===== config.mk =====
export PLATFORM = sky130hd
export DESIGN_NAME = sspp_dly
export DESIGN_NICKNAME = d
export VERILOG_FILES = /design/src/rtl/core/sspp_dly.sv
export SDC_FILE = /design/constraint.sdc
export NUM_CORES = 1
export LEC_CHECK = 0
export ABC_CLOCK_PERIOD_IN_PS = 1800
export BUFFER_PORTS_ARGS = -buffer_cell sky130_fd_sc_hd__buf_4
export CAP_MARGIN = 15
export CORE_MARGIN = 1
export CORE_UTILIZATION = 45
export CTS_CLUSTER_DIAMETER = 200
export DETAILED_ROUTE_END_ITERATION = 7
export HOLD_SLACK_MARGIN = 0.05
export PLACE_DENSITY = 0.78
export RECOVER_POWER = 25
export SLEW_MARGIN = 20
export SYNTH_ARGS = -nofsm -noshare
export SYNTH_HDL_FRONTEND = slang
export SYNTH_SLANG_ARGS = --single-unit

===== constraint.sdc =====
create_clock -name clk_i -period 1.8 [get_ports clk_i]
set_clock_uncertainty 0.1 [all_clocks]
set_input_delay 0.36 -clock clk_i [delete_from_list [all_inputs] [get_ports clk_i]]
set_output_delay 0.36 -clock clk_i [all_outputs]
set_load 0.02 [all_outputs]

===== src/rtl/core/sspp_dly.sv =====
// ----------------------------------------------------------------------------
// sspp_dly
// Fixed-length register delay line for pipeline alignment.
// ----------------------------------------------------------------------------
module sspp_dly #(
  parameter int W     = 8,
  parameter int DEPTH = 4
) (
  input  logic         clk_i,
  input  logic         rst_ni,
  input  logic [W-1:0] d_i,
  output logic [W-1:0] q_o
);

  logic [W-1:0] pipe_q [DEPTH];

  always_ff @(posedge clk_i or negedge rst_ni) begin
    if (!rst_ni) begin
      for (int i = 0; i < DEPTH; i++) pipe_q[i] <= '0;
    end else begin
      pipe_q[0] <= d_i;
      for (int i = 1; i < DEPTH; i++) pipe_q[i] <= pipe_q[i-1];
    end
  end

  assign q_o = pipe_q[DEPTH-1];

endmodule

=== After elaboration in Yosys (flattened, before gate mapping) ===
Index checks and enable logic that the tools add are counted.

* Input bits: 10
* Logic and storage cells: 4
* Register bits: 32
* Output and inout port bits: 8

=== Logic depth before layout (Yosys ltp) ===
* Depth in word-level cells: 0
* Mapped depth: 1
* Depth with buffers taken out: 0

=== Least setup slack after synthesis ===
OpenSTA, ideal clock, no wires.

* Kind: register -> output
* From: reg pipe_q (netlist bit q_o[0])
* To: out q_o[0]
* Data arrival time: 482 ps
* Path buffers: 1
* Required time: 1340 ps
* Path slack: 858 ps
* Cell stages (with the launch flop): 2
* Cell sequence: dfrtp_1 buf_4

{| class="wikitable"
|+ RTL lines
! what !! line !! text
|-
| from (decl) || 15 || <nowiki>logic [W-1:0] pipe_q [DEPTH];</nowiki>
|-
| to (decl) || 12 || <nowiki>output logic [W-1:0] q_o</nowiki>
|}

No word-level cell between the ends.

=== Final worst setup path ===
* From: reg pipe_q (netlist bit q_o[5])
* To: out q_o[5]

No word-level cell between the ends.

==> impl_results.md <==
* Chip Height at between 40 and 50 um
* Num rows at 15
* Largest net degree at the start of global routing at 33
* Mapped Avg Cell Area at about 22 um^2
* Core ar. at 1760 um^2
* CTS root buf: clkbuf_4
* WL final at 892 um
* Crit path largest cell delay at ~0.37 ns
* CP startpoint kind: flip-flop
* RSZ-0062 raised after global routing: no
* PortBufs at 17
* Adder-cell area share of the yosys netlist at 0
* Layout cells sized above 1 at 0.369
* TritonCTS clock tree: done
* Clk sinks at 32
* Ant. Diodes at 0
* Warnings from Yosys at 0
* TritonRoute pass-1 iters at 2
* Post-route DRC at 0
* Critical Path RT at 1.34 ns
* Post-CTS Setup Inserts at 0
* Post-synthesis mux area share at 0
* Gate power share at 0.056
* Slowest cell on crit path: dfrtp_1
* Antenna violations before repair at 0
* Placed Instance Area at 960 um^2
* WP buf/inv at 1
* Routed Antenna Nets at 0
* CTS Buf Count at 5
* Static Leak at 0.000530 uW
* GP Congestion at 0.571
* Int Pwr at slightly above 1000 uW
* Cells along the critical path: buf_4
* Endpoint class of the critical path: output pin
* Net Count, Synth at 50
* Maxcap violations at 0
* CP Max Fanout at 1
* Clk buf depth at 2
* Worst path arrival time at 0.81 ns
* Worst Tran Pin Value at 0.370 ns
* Hold Fails Final Rpt at 0
* Commonest non-fill, non-tap cell in the layout: dfrtp_1
* Mapped Area at 861 um^2
* Compound-cell area share of the yosys netlist at 0
* Largest family of logic cells by synthesized area: buffers and inverters
* Worst Path Class, Setup: reg -> out
* Routed via count at 345
* Gr usage total at 0.106
* Simple-Gate Fraction of Synth Area at 0
* Design area at 1110 um^2
* Place WS at 0.848 ns
* Setup_tns at 0 ns
* Total gr overflow at 0
* Multi-input gates at 0
* Multi-input logic area at 0 um^2
* Final period util at 0.707
* Achievable clock frequency at 0.786 GHz
* Post-cts hold buffer count at 6
* Worst-Skew Late Latency at 0.30 ns
* Iter 0 DRT Violations at 4
* Final Critical Period at approximately 1.3 ns
* IO Pins at 18
* Area Growth Syn to Fin at 29.5%
* Wirelength per Cell at 9.91 um
* Crit path max-delay family: flip-flops
* Sequential area share after synthesis at 0.930
* Status: finished, final reports clean
* Flop and latch count out of synthesis at 32
* Yosys cell types at 2
* Clock Power Share at 0.334
* Max-slew violation count at 0
* Worst setup margin at 0.528 ns
* First-pass GRT wire length at between 1 and 1.5 mm
* Final core utilization at 0.632
* CTS resizes at 0
* Switching share of power at 0.190
* CTS clock-pin slew for the worst setup and hold paths at 0.08 ns
* Starting Density at 0.488
* Peak VDD IR at 0.635 mV
* Worst min path class: reg -> reg
* DR vias/cell at 3.83
* Cells after synthesis at 40
* Die area at 2090 um^2
* Most frequent cells in the layout: dfrtp_1 (32), buf_4 (17), dlygate4sd3_1 (9)
* Final-stage net count at 75
* Setup violators final at 0
* Switch Pwr at 237 uW
* Share of power burned in registers at 0.611
* # H-tree levels at 2
* Vias in the first global route at 360
* Worst rel slew slack at 0.753
* Power Density at 1120 nW/um^2
* Die width at about 46 um
* Xor and xnor area share after synthesis at 0
[sequential cells by signal (all words and copies together) (netlist names)]
name / cells
pipe_q: 24
q_o: 8
[power by group through the flow]
stage / combinational [uW] / clock [uW] / sequential [uW]
6_report: 69.4 / 416 / 762
5_1_grt: 75.7 / 476 / 766
4_1_cts: 64.0 / 431 / 763
3_5_place_dp: 53.7 / 0 / 778
3_3_place_gp: 52.3 / 0 / 775
2_1_floorplan: 25.7 / 0 / 775
[through the flow]
stage	instances	total power (uW)	hold slack, ns
after global placement	74	827	0.192
after global routing	90	1320	0.259
final	90	1250	0.252
after floorplan	40	801	-0.0356
after detailed placement	74	832	0.203
after CTS	87	1260	0.0503
[cell families after synthesis]
kind of cell,Yosys count
buffers and inverters,8
flip-flops,32
[synth_stat cells]
library cell / number / area [um^2]
dfrtp_1: 32 / 801
buf_4: 8 / 60.1
[layer usage]
| layer | GRT usage | up-vias | wire length [um] |
|---|---|---|---|
| met1 | 0.105 | 165 | 331 |
| met3 | 0.0476 | 0 | 57 |
| met2 | 0.177 | 18 | 503 |
| met5 | 0 | - | 0 |
| li1 | - | 162 | - |
| met4 | 0.0706 | 0 | 0 |
[layout make-up]
cell class / count / area [um^2]
Clock buffer: 7 / 65.1
Fill cell: 134 / 649
Sequential cell: 32 / 801
Tap cell: 25 / 31.3
Timing Repair Buffer: 26 / 218
[path summary, 6_finish.rpt]
kind / from / end / slack (ns) / depth (start not counted)
setup / recovery: q_o[5]$_DFF_PN0_ / q_o[5] / 0.53 / 1
hold / removal: pipe_q[9]$_DFF_PN0_ / q_o[1]$_DFF_PN0_ / 0.25 / 0
min in group asynchronous: rst_ni / pipe_q[16]$_DFF_PN0_ / 0.42 / 2
max in group asynchronous: rst_ni / q_o[0]$_DFF_PN0_ / 0.91 / 2
setup reg to reg: pipe_q[17]$_DFF_PN0_ / pipe_q[9]$_DFF_PN0_ / 1.21 / 0
hold reg to reg: pipe_q[9]$_DFF_PN0_ / q_o[1]$_DFF_PN0_ / 0.25 / 0
No activity file was read; power rests on OpenSTA's default activity.
