<file path="src/rtl/core/sspp_div.sv">


// ----------------------------------------------------------------------------
// sspp_mod360
// Remainder of a 24-bit value by 360: the low three bits pass
// through and the rest is reduced modulo 45 by a reciprocal multiply.
// ----------------------------------------------------------------------------
module sspp_mod360 (
  input  logic        clk_i,
  input  logic [23:0] num_i,
  output logic [8:0]  rem_o
);

  localparam logic [23:0] RECIP45 = 24'd11930465;
  localparam logic [20:0] DIV45   = 21'd45;

  logic [20:0] y;
  logic [44:0] prod_q;
  logic [20:0] y_q;
  logic [2:0]  lo_q;
  logic [15:0] quo;
  logic [20:0] back;
  logic [20:0] r45;
  logic [8:0]  rem_q;

  assign y = num_i[23:3];

  always_ff @(posedge clk_i) begin
    prod_q <= {24'b0, y} * {21'b0, RECIP45};
    y_q    <= y;
    lo_q   <= num_i[2:0];
  end

  assign quo  = prod_q[44:29];
  assign back = 21'({5'b0, quo} * DIV45);
  assign r45  = y_q - back;

  always_ff @(posedge clk_i) begin
    rem_q <= {r45[5:0], lo_q};
  end

  assign rem_o = rem_q;

endmodule

</file>
<file path="config.mk">
export PLATFORM = sky130hd
export DESIGN_NAME = sspp_mod360
export DESIGN_NICKNAME = d
export VERILOG_FILES = /design/src/rtl/core/sspp_div.sv
export SDC_FILE = /design/constraint.sdc
export NUM_CORES = 1
export LEC_CHECK = 0
export BUFFER_PORTS_ARGS = -buffer_cell sky130_fd_sc_hd__buf_2
export CAP_MARGIN = 10
export CORE_MARGIN = 3
export CORE_UTILIZATION = 36
export DETAILED_ROUTE_END_ITERATION = 10
export REMOVE_ABC_BUFFERS = 1
export SYNTH_ARGS = -nofsm -noshare
export SYNTH_HDL_FRONTEND = slang
export SYNTH_SLANG_ARGS = --single-unit
export TNS_END_PERCENT = 5
</file>
<file path="constraint.sdc">
create_clock -name clk_i -period 13.6 [get_ports clk_i]
set_input_delay 0 -clock clk_i [delete_from_list [all_inputs] [get_ports clk_i]]
set_output_delay 0 -clock clk_i [all_outputs]
set_load 0.01 [all_outputs]
</file>
# [Word-level counts from Yosys, hierarchy flattened]
# Index checks and enable logic that the tools add are counted.
# Widths: inputs -> output; s select.
[totals] ff_bits=63 out_inout_bits=9
[op_classes] addsub=1 mul=2
[op_table] cell="$mul 21x24->45 const B" n=1
[op_table] cell="$mul 16x6->6 const B" n=1
[op_table] cell="$sub 6x6->6" n=1

# [Logic depth before layout (Yosys ltp)]
[depth] ltp_word=2 mapped_depth=21 depth_no_buf=21

# [Least setup slack after synthesis]
# No wires, ideal clock.
[synth_timing] path_type="input-to-reg" from="in num_i[15]" to="reg prod_q[33]" setup_time_ns=0.122 arrival_time_ns=4.766 required_ns=13.478 path_slack_ns=8.712 cell_stages=19 n_path_buf=0 cell_sequence="ha_1 > ha_1 > inv_1 > fa_1 > inv_1 > fa_1 > fa_1 > fa_1 > inv_1 > fa_1 > inv_1 > ha_1 > o21ai_0 > nand2b_2 > a22oi_2 > nor3_1 > a31o_1 > o21a_1 > o32a_1"
[synth_between] elab_chain_cells=1
[synth_rtl] item="start, declared" line="10" source="input logic [23:0] num_i,"
[synth_rtl] item="$mul 21x24->45" line="29" source="prod_q <= {24'b0, y} * {21'b0, RECIP45};"
[synth_rtl] item="end signal, assigned" line="29"
[synth_rtl] item="end, declared" line="18" source="logic [44:0] prod_q;"
# Every way passes these cells.

# [Final worst setup path]
[layout_timing] from="in num_i[8]" to="reg prod_q[33]"
# Same word-level chain as after synthesis.

==> reports/metrics.yaml <==
outcome:
  status: "finished, final reports clean"
grt:
  overflow: 0
  grt_max_degree: 14
  grt_pass1_vias: 4594
  antenna_found_initial: 0
  gr-usage-all-layers_pct: 16.0
  grt_util_met2_pct: 29.1
  busiest_layer: "met2"
  use_met1_pct: 20.6
  grt_pass1_wl_mm: 22.9
  use_met3_pct: 2.00
synth:
  ys_types: 43
  async_flop_share_pct: 0
  synth_area_leaders: "fa_1 (38%), ha_1 (30%), inv_1 (12%)"
  syn_inst: 594
  syn_avg_cell_area_sq_um: 10.3
  ys_warn_count: 0
  synth-edff-count: 0
  ys_seq_elements: 24
  syn-cell-area_sq_um: 6100
  yosys.area.top_type_share_pct: 37.7
  seq_area_frac_synth_pct: 7.87
  synth_top_area_cell: "fa_1"
  synthFlopType: "dfxtp_1"
sta:
  max_slew_margin_pct: 53.5
  finalMaxSlewViolations: 0
  worst_slew_pin_slew_ns: 0.693
  period_needed_ns: 5.65
  setup_tns_ns: 0
  finalSetupViolCount: 0
  hold_violations: 0
  worst_slack_ns: 7.95
  min_period_over_period_pct: 41.6
  fin_skew_ns: 0.00220
  fmax_ghz: 0.177
  rsz0062_at_grt: "no"
floorplan:
  fp-row-count: 46
  dieArea_sq_um: 18600
  dieHeight_um: 136
  die_x_um: 136
  core_area_sq_um: 16200
  start_util_pct: 37.6
  io_pins: 34
routing:
  antenna_left: 0
  drt-total-wl_mm: 13.9
  drtIter0Drc: 107
  dr_total_vias: 3997
  drt_pre_antenna_iters: 4
  drc_errors: 0
  routed_via_density: 4.67
  wire_per_inst_um: 16.3
worst_setup_path:
  cp_data_arrival_time_ns: 5.79
  worstPathRequired_ns: 13.74
  cp-end-kind: "flop"
  path_class: "in2reg"
  setup.worst_path.start: "num_i[8]"
  critPathMaxFanout: 5
  ff2ff_path_depth: 10
  r2r-end: "rem_o[8]"
  r2r_start: "prod_q[31]"
  ff2ff_setup_slack_ns: 11.11
  cp-start-kind: "input pin"
cells_and_area:
  final_common_cell: "inv_1"
  fin_nets: 926
  stdcell_count: 856
  areaGrowthSynthToFinish_pct: 10.1
  n_antenna_cell: 0
  drive_above_1_share_pct: 6.88
  layout_common_cells: "inv_1 (195), ha_1 (145), fa_1 (115)"
placement:
  pre_cts_ws_ns: 8.23
  dp.cells: 843
  gp_congestion: 0.940
  dp_hpwl_mm: 13.1
  port_buffers: 33
flow_run:
  drv_cap: 0
worst_hold_path:
  min_path_type: "reg2reg"
  hold_start: "lo_q[1]"
  hold_end: "rem_o[1]"
  holdPathStages: 0
clock_tree:
  clock_latency_ns: 0.25
  clkSinkCount: 24
  clockBufferDepth: 2
  tritoncts: "done"
  clkSlewWorstSetupHoldPaths_ns: 0.06
  cts_made_buffers: 3
  clock_tree.root_cell: "clkbuf_16"
  htree_levels: 1
  postCtsSetupBuffers: 0
  cts_resized: 0
-- what timing repair did --
action / CTS / global route
hold buffers: 9 / 0
hold endpoints to repair: 9 / 0
endpoints found under the setup margin: 0 / 0
-- routing by layer --
layer | vias to the layer above | share of wire (%) | routed length [um]
li1 | 1941 | - | -
met1 | 1977 | 43 | 6050
met2 | 65 | 51 | 7060
met3 | 14 | 4.2 | 590
met4 | 0 | 1.5 | 214
met5 | - | 0 | 0
-- worst max-delay path by stage --
stage                  to  slack (ns)  cells after the start
2_1_floorplan  prod_q[33]        8.71                     19
3_3_place_gp   prod_q[33]        8.28                     18
3_5_place_dp   prod_q[33]        8.23                     18
4_1_cts        prod_q[33]        7.94                     21
5_1_grt        prod_q[33]        7.72                     21
6_report       prod_q[33]        7.95                     21
-- synth_stat cells, types with 2 or more instances --
cell type  number
nand3_1         4
xor2_1          5
a21oi_1        14
a21o_1          3
dfxtp_1        24
o211ai_1        2
ha_1          145
nand4_1         2
o21a_1          6
nand2_1         8
nor3_1          4
o21ai_1         3
inv_1         195
nand2b_1        2
xnor2_1        18
nor2_1         10
o21ai_0         8
fa_1          115
a31oi_1         2
-- cell type report --
cell class | count | area, sq um
Fill cell | 1622 | 9510
Multi-Input combinational cell | 375 | 4890
Inverter | 195 | 732
Sequential cell | 24 | 480
Tap cell | 216 | 270
Timing Repair Buffer | 42 | 255
Clock buffer | 4 | 88.8
-- worst max-delay path: stages --
cell and delay (ns):
dlygate4sd3_1 0.54, buf_2 0.18, ha_1 0.35, ha_1 0.32
inv_1 0.06, fa_1 0.55, fa_1 0.53, inv_1 0.05
fa_1 0.48, fa_1 0.55, inv_1 0.06, fa_1 0.53
inv_1 0.04, ha_1 0.32, o21ai_0 0.12, nand2b_2 0.09
a22oi_2 0.23, nor3_1 0.09, a31o_1 0.23, o21a_1 0.19
o32a_1 0.28
-- flip-flops by register name, indices dropped and copies added, names as in the netlist --
name,cells
lo_q,3
prod_q,6
rem_o,9
y_q,6
-- metrics by stage --
step	hold WS [ns]	area (sq um)	util (%)
after detailed placement	0.104	6540	40.3
after global placement	0.107	6540	40.3
after CTS	0.337	6720	41.4
after floorplan	0.0277	6100	-
final	0.331	6720	41.4
after global routing	0.338	6720	41.4
-- logic make-up (layout without fill, tap and decap cells) --
family	count (synthesis)	after routing	share of synthesized area (%)
multiplexers	1	1	0.184
buffers and inverters	195	241	12.0
AO/OA/AOI/OAI	52	52	5.99
adder cells (fa/ha/maj)	260	260	67.4
AND/OR/NAND/NOR	39	39	3.22
flip-flops	24	24	7.87
XOR/XNOR	23	23	3.30
Power is left out: the tool's default activity adds up to more than one toggle a clock period on the data nets, which glitch-free logic cannot reach.
