**src/rtl/core/sspp_div.sv**
```systemverilog
// ----------------------------------------------------------------------------
// sspp_div
// Pipelined restoring divider, one quotient bit per stage, and a
// two-stage modulo-360 unit built on a reciprocal multiply.
// ----------------------------------------------------------------------------
module sspp_div #(
  parameter int N = 8,
  parameter int D = 8
) (
  input  logic         clk_i,
  input  logic [N-1:0] num_i,
  input  logic [D-1:0] den_i,
  output logic [N-1:0] quo_o,
  output logic [D-1:0] rem_o
);

  logic [N-1:0] num_q [N];
  logic [D-1:0] den_q [N];
  logic [D-1:0] rem_q [N];
  logic [N-1:0] quo_q [N];

  for (genvar s = 0; s < N; s++) begin : g_stage
    logic [N-1:0] num_in;
    logic [N-1:0] quo_in;
    logic [D-1:0] den_in;
    logic [D-1:0] rem_in;
    logic [D:0]   trial;
    logic         take;

    if (s == 0) begin : g_first
      assign num_in = num_i;
      assign den_in = den_i;
      assign rem_in = '0;
      assign quo_in = '0;
    end else begin : g_next
      assign num_in = num_q[s-1];
      assign den_in = den_q[s-1];
      assign rem_in = rem_q[s-1];
      assign quo_in = quo_q[s-1];
    end

    assign trial = {rem_in, num_in[N-1-s]};
    assign take  = (trial >= {1'b0, den_in});

    always_ff @(posedge clk_i) begin
      num_q[s] <= num_in;
      den_q[s] <= den_in;
      rem_q[s] <= take ? D'(trial - {1'b0, den_in}) : trial[D-1:0];
      quo_q[s] <= N'({quo_in, take});
    end
  end

  assign quo_o = quo_q[N-1];
  assign rem_o = rem_q[N-1];

endmodule


```
**config.mk**
```make
export PLATFORM = sky130hd
export DESIGN_NAME = sspp_div
export DESIGN_NICKNAME = d
export VERILOG_FILES = /design/src/rtl/core/sspp_div.sv
export SDC_FILE = /design/constraint.sdc
export NUM_CORES = 1
export LEC_CHECK = 0
export ABC_AREA = 0
export BUFFER_PORTS_ARGS = -buffer_cell sky130_fd_sc_hd__buf_2
export CAP_MARGIN = 20
export CORE_MARGIN = 4
export CORE_UTILIZATION = 45
export DETAILED_ROUTE_END_ITERATION = 6
export PLACE_DENSITY = 0.69
export SYNTH_ARGS = -nofsm -noshare
export SYNTH_HDL_FRONTEND = slang
export SYNTH_SLANG_ARGS = --single-unit
```
**constraint.sdc**
```tcl
create_clock -name clk_i -period 5.2 [get_ports clk_i]
set_input_delay 0.78 -clock clk_i [delete_from_list [all_inputs] [get_ports clk_i]]
set_output_delay 0.78 -clock clk_i [all_outputs]
set_load 0.05 [all_outputs]
```
==> After elaboration in Yosys (flattened, before gate mapping) <==
Memories as Yosys holds them, arrays and structs flattened.
Cells that the tools add are included.
W data, S select, Z words.
{ "word_totals": {"output_inout_bits": 16, "ram_bits": 256, "in_bits": 17, "latchBits": 0, "n_memories": 4, "wordCells": 28, "rom_bits": 0, "regBits": 0} }
{ "mem_list": {"columns": ["memory", "words", "width", "rd", "rd_clocked_by_memory_dff", "write_ports", "line", "source"], "rows": [
  ["den_q", 8, 8, 7, 0, 8, "18", "logic [D-1:0] den_q [N];"],
  ["num_q", 8, 8, 7, 0, 8, "17", "logic [N-1:0] num_q [N];"],
  ["quo_q", 8, 8, 8, 0, 8, "20", "logic [N-1:0] quo_q [N];"],
  ["rem_q", 8, 8, 8, 0, 8, "19", "logic [D-1:0] rem_q [N];"]
]} }
{ "classes": {"mul": 0, "reduce_logical": 0, "div_mod_pow": 0, "shifts": 0, "n_bitwise": 0, "mux": 8, "magnitude_cmp": 8, "n_addsub": 8, "n_eq_ne": 0} }
{ "op_table": {"columns": ["cell", "count"], "rows": [
  ["$mux W8", 8],
  ["$ge A9 B8 Y1", 7],
  ["$sub A8 B8 Y8", 7],
  ["$ge A1 B8 Y1", 1],
  ["$sub A1 B8 Y8", 1]
]} }

==> Longest topological paths before layout <==
An unclocked memory read counts as a cell.
{ "depth": {"word_depth": 3, "mapped_depth": 8, "mapped_depth_nobuf": 8} }

==> Worst setup path after synthesis <==
No wires, ideal clock.
{ "synth_timing": {"kind": "reg-to-reg", "startpoint": "memory den_q[3][3]", "endpoint": "memory rem_q[4][2]", "slack_ps": 3310, "synth_period_minus_slack_ps": 1890, "setup_time_ps": 121, "path_stages_with_launch": 8, "t_arrival_ps": 1769, "n_path_buf": 0, "t_required_ps": 5079, "cell_sequence": "dfxtp_1 inv_1 ha_1 a21o_1 a21oi_4 o21ai_2 a41oi_4 mux2_2"} }
{ "synth_lines": {"columns": ["element", "line"], "rows": [
  ["start, declared", "18"],
  ["end, declared", "19"]
]} }

==> flow_summary.toml <==
[drt]
ant_nets = 0
wl_per_cell_um = 12.8
drt_pass1_iterations = 4
wl_um = 12000
num_vias = 4618
vias_per_cell = 4.92
drt_first_iter_violations = 265
drc = 0

[worst_setup_path]
cp_max_fo = 16
critPathLaunchType = "flop"
slowest_delay_ps = 630
cpMaxStageDelayCell = "a221oi_4"
cp_cell_sequence = "inv_1, ha_1, a21oi_1, o21ai_0, a221oi_4, inv_1, o22a_1"
crit_required_ps = 5510
endpoint_kind = "flop"
cpMostUsedCell = "inv_1"
crit_arrival_ps = 2530
critPathKind = "reg2reg"

[sta]
finalSetupTns_ps = 0
rsz0062_at_grt = "false"
tightest_slew_ps = 644
maxSlewViolCount = 0
min_period_ps = 2220
slew_headroom_pct = 57.1
finalHoldViolCount = 0
setup_viol = 0
finalClockSkew_ps = 12.0
timing.hold.ws_ps = 323
min_period_over_period_pct = 42.6
fmax_ghz = 0.451

[clocking]
cts_tree = "done"
cts.clk_slew.worst_paths_ps = 70
post_cts_buffers = 0
ctsResizeCount = 0
postCtsHoldBufs = 0
cts_buffers = 17
clock_path_buffers = 2
htree_levels = 4
clk_latency_ps = 430
clockRootBuffer = "clkbuf_16"
clkSinkCount = 184

[floorplanning]
start_util_pct = 46.5
fp-row-count = 45
ios = 33
fp.dieW_um = 134
die_h_um = 134
dieArea_um2 = 18000
core_um2 = 15400

[logic_synthesis]
yosys.area_share.simple_pct = 9.84
synthAdderAreaFrac_pct = 12.1
synth_xor_area_share_pct = 2.57
synthArstFlopShare_pct = 0
synth_area_um2 = 7140
yosysWarningCount = 0
synth_top_family_by_area = "compound AO/OA/AOI/OAI gates"
muxShareOfSynthArea_pct = 3.35
synth_edf_count = 0
syn_inst = 670
yosysSeqAreaShare_pct = 51.6
synth-compound-area-share_pct = 16.0
syn_area_per_cell_um2 = 10.7
synth.distinct_cells = 49
yosys_register_bits = 184
syn-num-nets = 752
synth_top_flop_cell = "dfxtp_1"

[global_route]
grt_pass1_wl_um = 20700
antenna_found_initial = 0
gr-total-overflow = 0
grt_max_degree = 20
grt_pass1_vias = 4715
grt_usage_pct = 14.3

[power]
power.net_switching_w = 0.00151
combPwrFrac_pct = 31.9
p_int_w = 0.00286
p_per_area_nw_per_um2 = 539
p_seq_share_pct = 40.0
ir_worst_vdd_uv = 341
clockPowerShare_pct = 28.1
leakage_nw = 3.69
switching_share_pct = 34.6

[layout]
fin_nets = 797
drive_gt1_share_pct = 14.1
syn_to_final_growth_pct = 13.5
final_cells = 939
fillers = 1341
antenna_cells = 0

[placed_design]
port_buffers = 32
hpwl_um = 9220
dp_cells = 907
gp_congestion = 0.855

[flow_run]
max-cap-violations = 0

[run_status]
status = "completed"

[worst_hold_path]
min_path_type = "reg2reg"
==> power groups by stage <==
stage	Combinational, W	Sequential, W	Clock (W)
after floorplan	0.000971	0.00192	0
after global placement	0.00133	0.00178	0
after detailed placement	0.00138	0.00179	0
after CTS	0.00139	0.00175	0.00126
after global routing	0.00154	0.00178	0.00133
final	0.00139	0.00175	0.00123
==> metrics by stage <==
| step | util (%) | area, µm² | setup WS, ps | power [W] |
|---|---|---|---|---|
| after floorplan | - | 7140 | 3310 | 0.00289 |
| after global placement | 49.0 | 7530 | 3060 | 0.00312 |
| after detailed placement | 49.0 | 7530 | 2990 | 0.00317 |
| after CTS | 52.8 | 8110 | 2980 | 0.00441 |
| after global routing | 52.8 | 8110 | 2820 | 0.00465 |
| final | 52.8 | 8110 | 2980 | 0.00437 |
==> final timing paths <==
| path | endpoint | slack, ps | start | cells after the start |
|---|---|---|---|---|
| worst max register to register | rem_q[2][7]$_DFF_P_ | 2980 | den_q[1][2]$_DFF_P_ | 7 |
| worst min-delay path | num_q[0][8]$_DFF_P_ | 320 | num_q[0][0]$_DFF_P_ | 0 |
| worst max-delay path | rem_q[2][7]$_DFF_P_ | 2980 | den_q[1][2]$_DFF_P_ | 7 |
| worst min register to register | num_q[0][8]$_DFF_P_ | 320 | num_q[0][0]$_DFF_P_ | 0 |
==> worst max-delay path: cells and delay by family (launching register included) <==
| family | cells | cell delay, ps |
|---|---|---|
| DFF | 1 | 330 |
| buffers and inverters | 2 | 160 |
| AOI/OAI and AO/OA | 4 | 1280 |
| adders and majority gates | 1 | 320 |
==> synth_stat cells, drive strengths merged (6+ instances only) <==
master / number / share of area, %
dfxtp: 184 / 52
inv: 77 / 4.0
ha: 58 / 10
o21ai: 57 / 4.1
nand2: 45 / 2.4
a21oi: 38 / 3.0
nor2: 16 / 0.84
mux2: 15 / 2.4
o21a: 12 / 1.3
nor2b: 11 / 0.96
xor2: 11 / 1.3
nand2b: 10 / 0.88
xnor2: 10 / 1.2
a21boi: 9 / 1.1
and2: 9 / 0.82
a21o: 8 / 0.84
nand3: 8 / 0.56
nor3: 8 / 0.56
o31ai: 8 / 0.84
fa: 7 / 2.0
mux2i: 7 / 0.98
a211oi: 6 / 0.63
==> registers in the layout, summed over array words and instances, names as in the netlist <==
name   cells
den_q     56
num_q     28
quo_q     36
rem_q     64
==> cells by family (layout without fill, tap and decap cells) <==
kind of cell | count (synthesis) | after routing
buffers and inverters | 83 | 141
adders and majority gates | 65 | 65
and+or+nand+nor | 135 | 135
xor gates and xnor gates | 21 | 21
DFF | 184 | 184
AOI/OAI and AO/OA | 160 | 160
muxes | 22 | 22
==> metal layers <==
| layer | share of wire, % | global-route usage (%) |
|---|---|---|
| met5 | 0 | 0 |
| met4 | 1.5 | 5.49 |
| met3 | 3.2 | 4.28 |
| met2 | 50 | 25.2 |
| met1 | 45 | 16.4 |
==> final cells by class <==
type                       count  area, µm²  area share, %
sequential                   184       3680           45.4
multi-input combinational    403       3130           38.6
clock buffer                  17        425           5.25
inverter                      77        289           3.56
tap                          211        264           3.26
timing repair buffer          32        160           1.98
clock inverter                15        154           1.90
==> cell usage in the layout, fill, tap and decap left out, drive strengths merged, types with 11 or more instances in the layout <==
master / instances
o21ai: 57
a21oi: 38
o21a: 12
nor2: 16
nand2: 45
buf: 32
clkbuf: 17
xor2: 11
mux2: 15
dfxtp: 184
inv: 86
nor2b: 11
ha: 58
(Power assumes the default switching activity.)
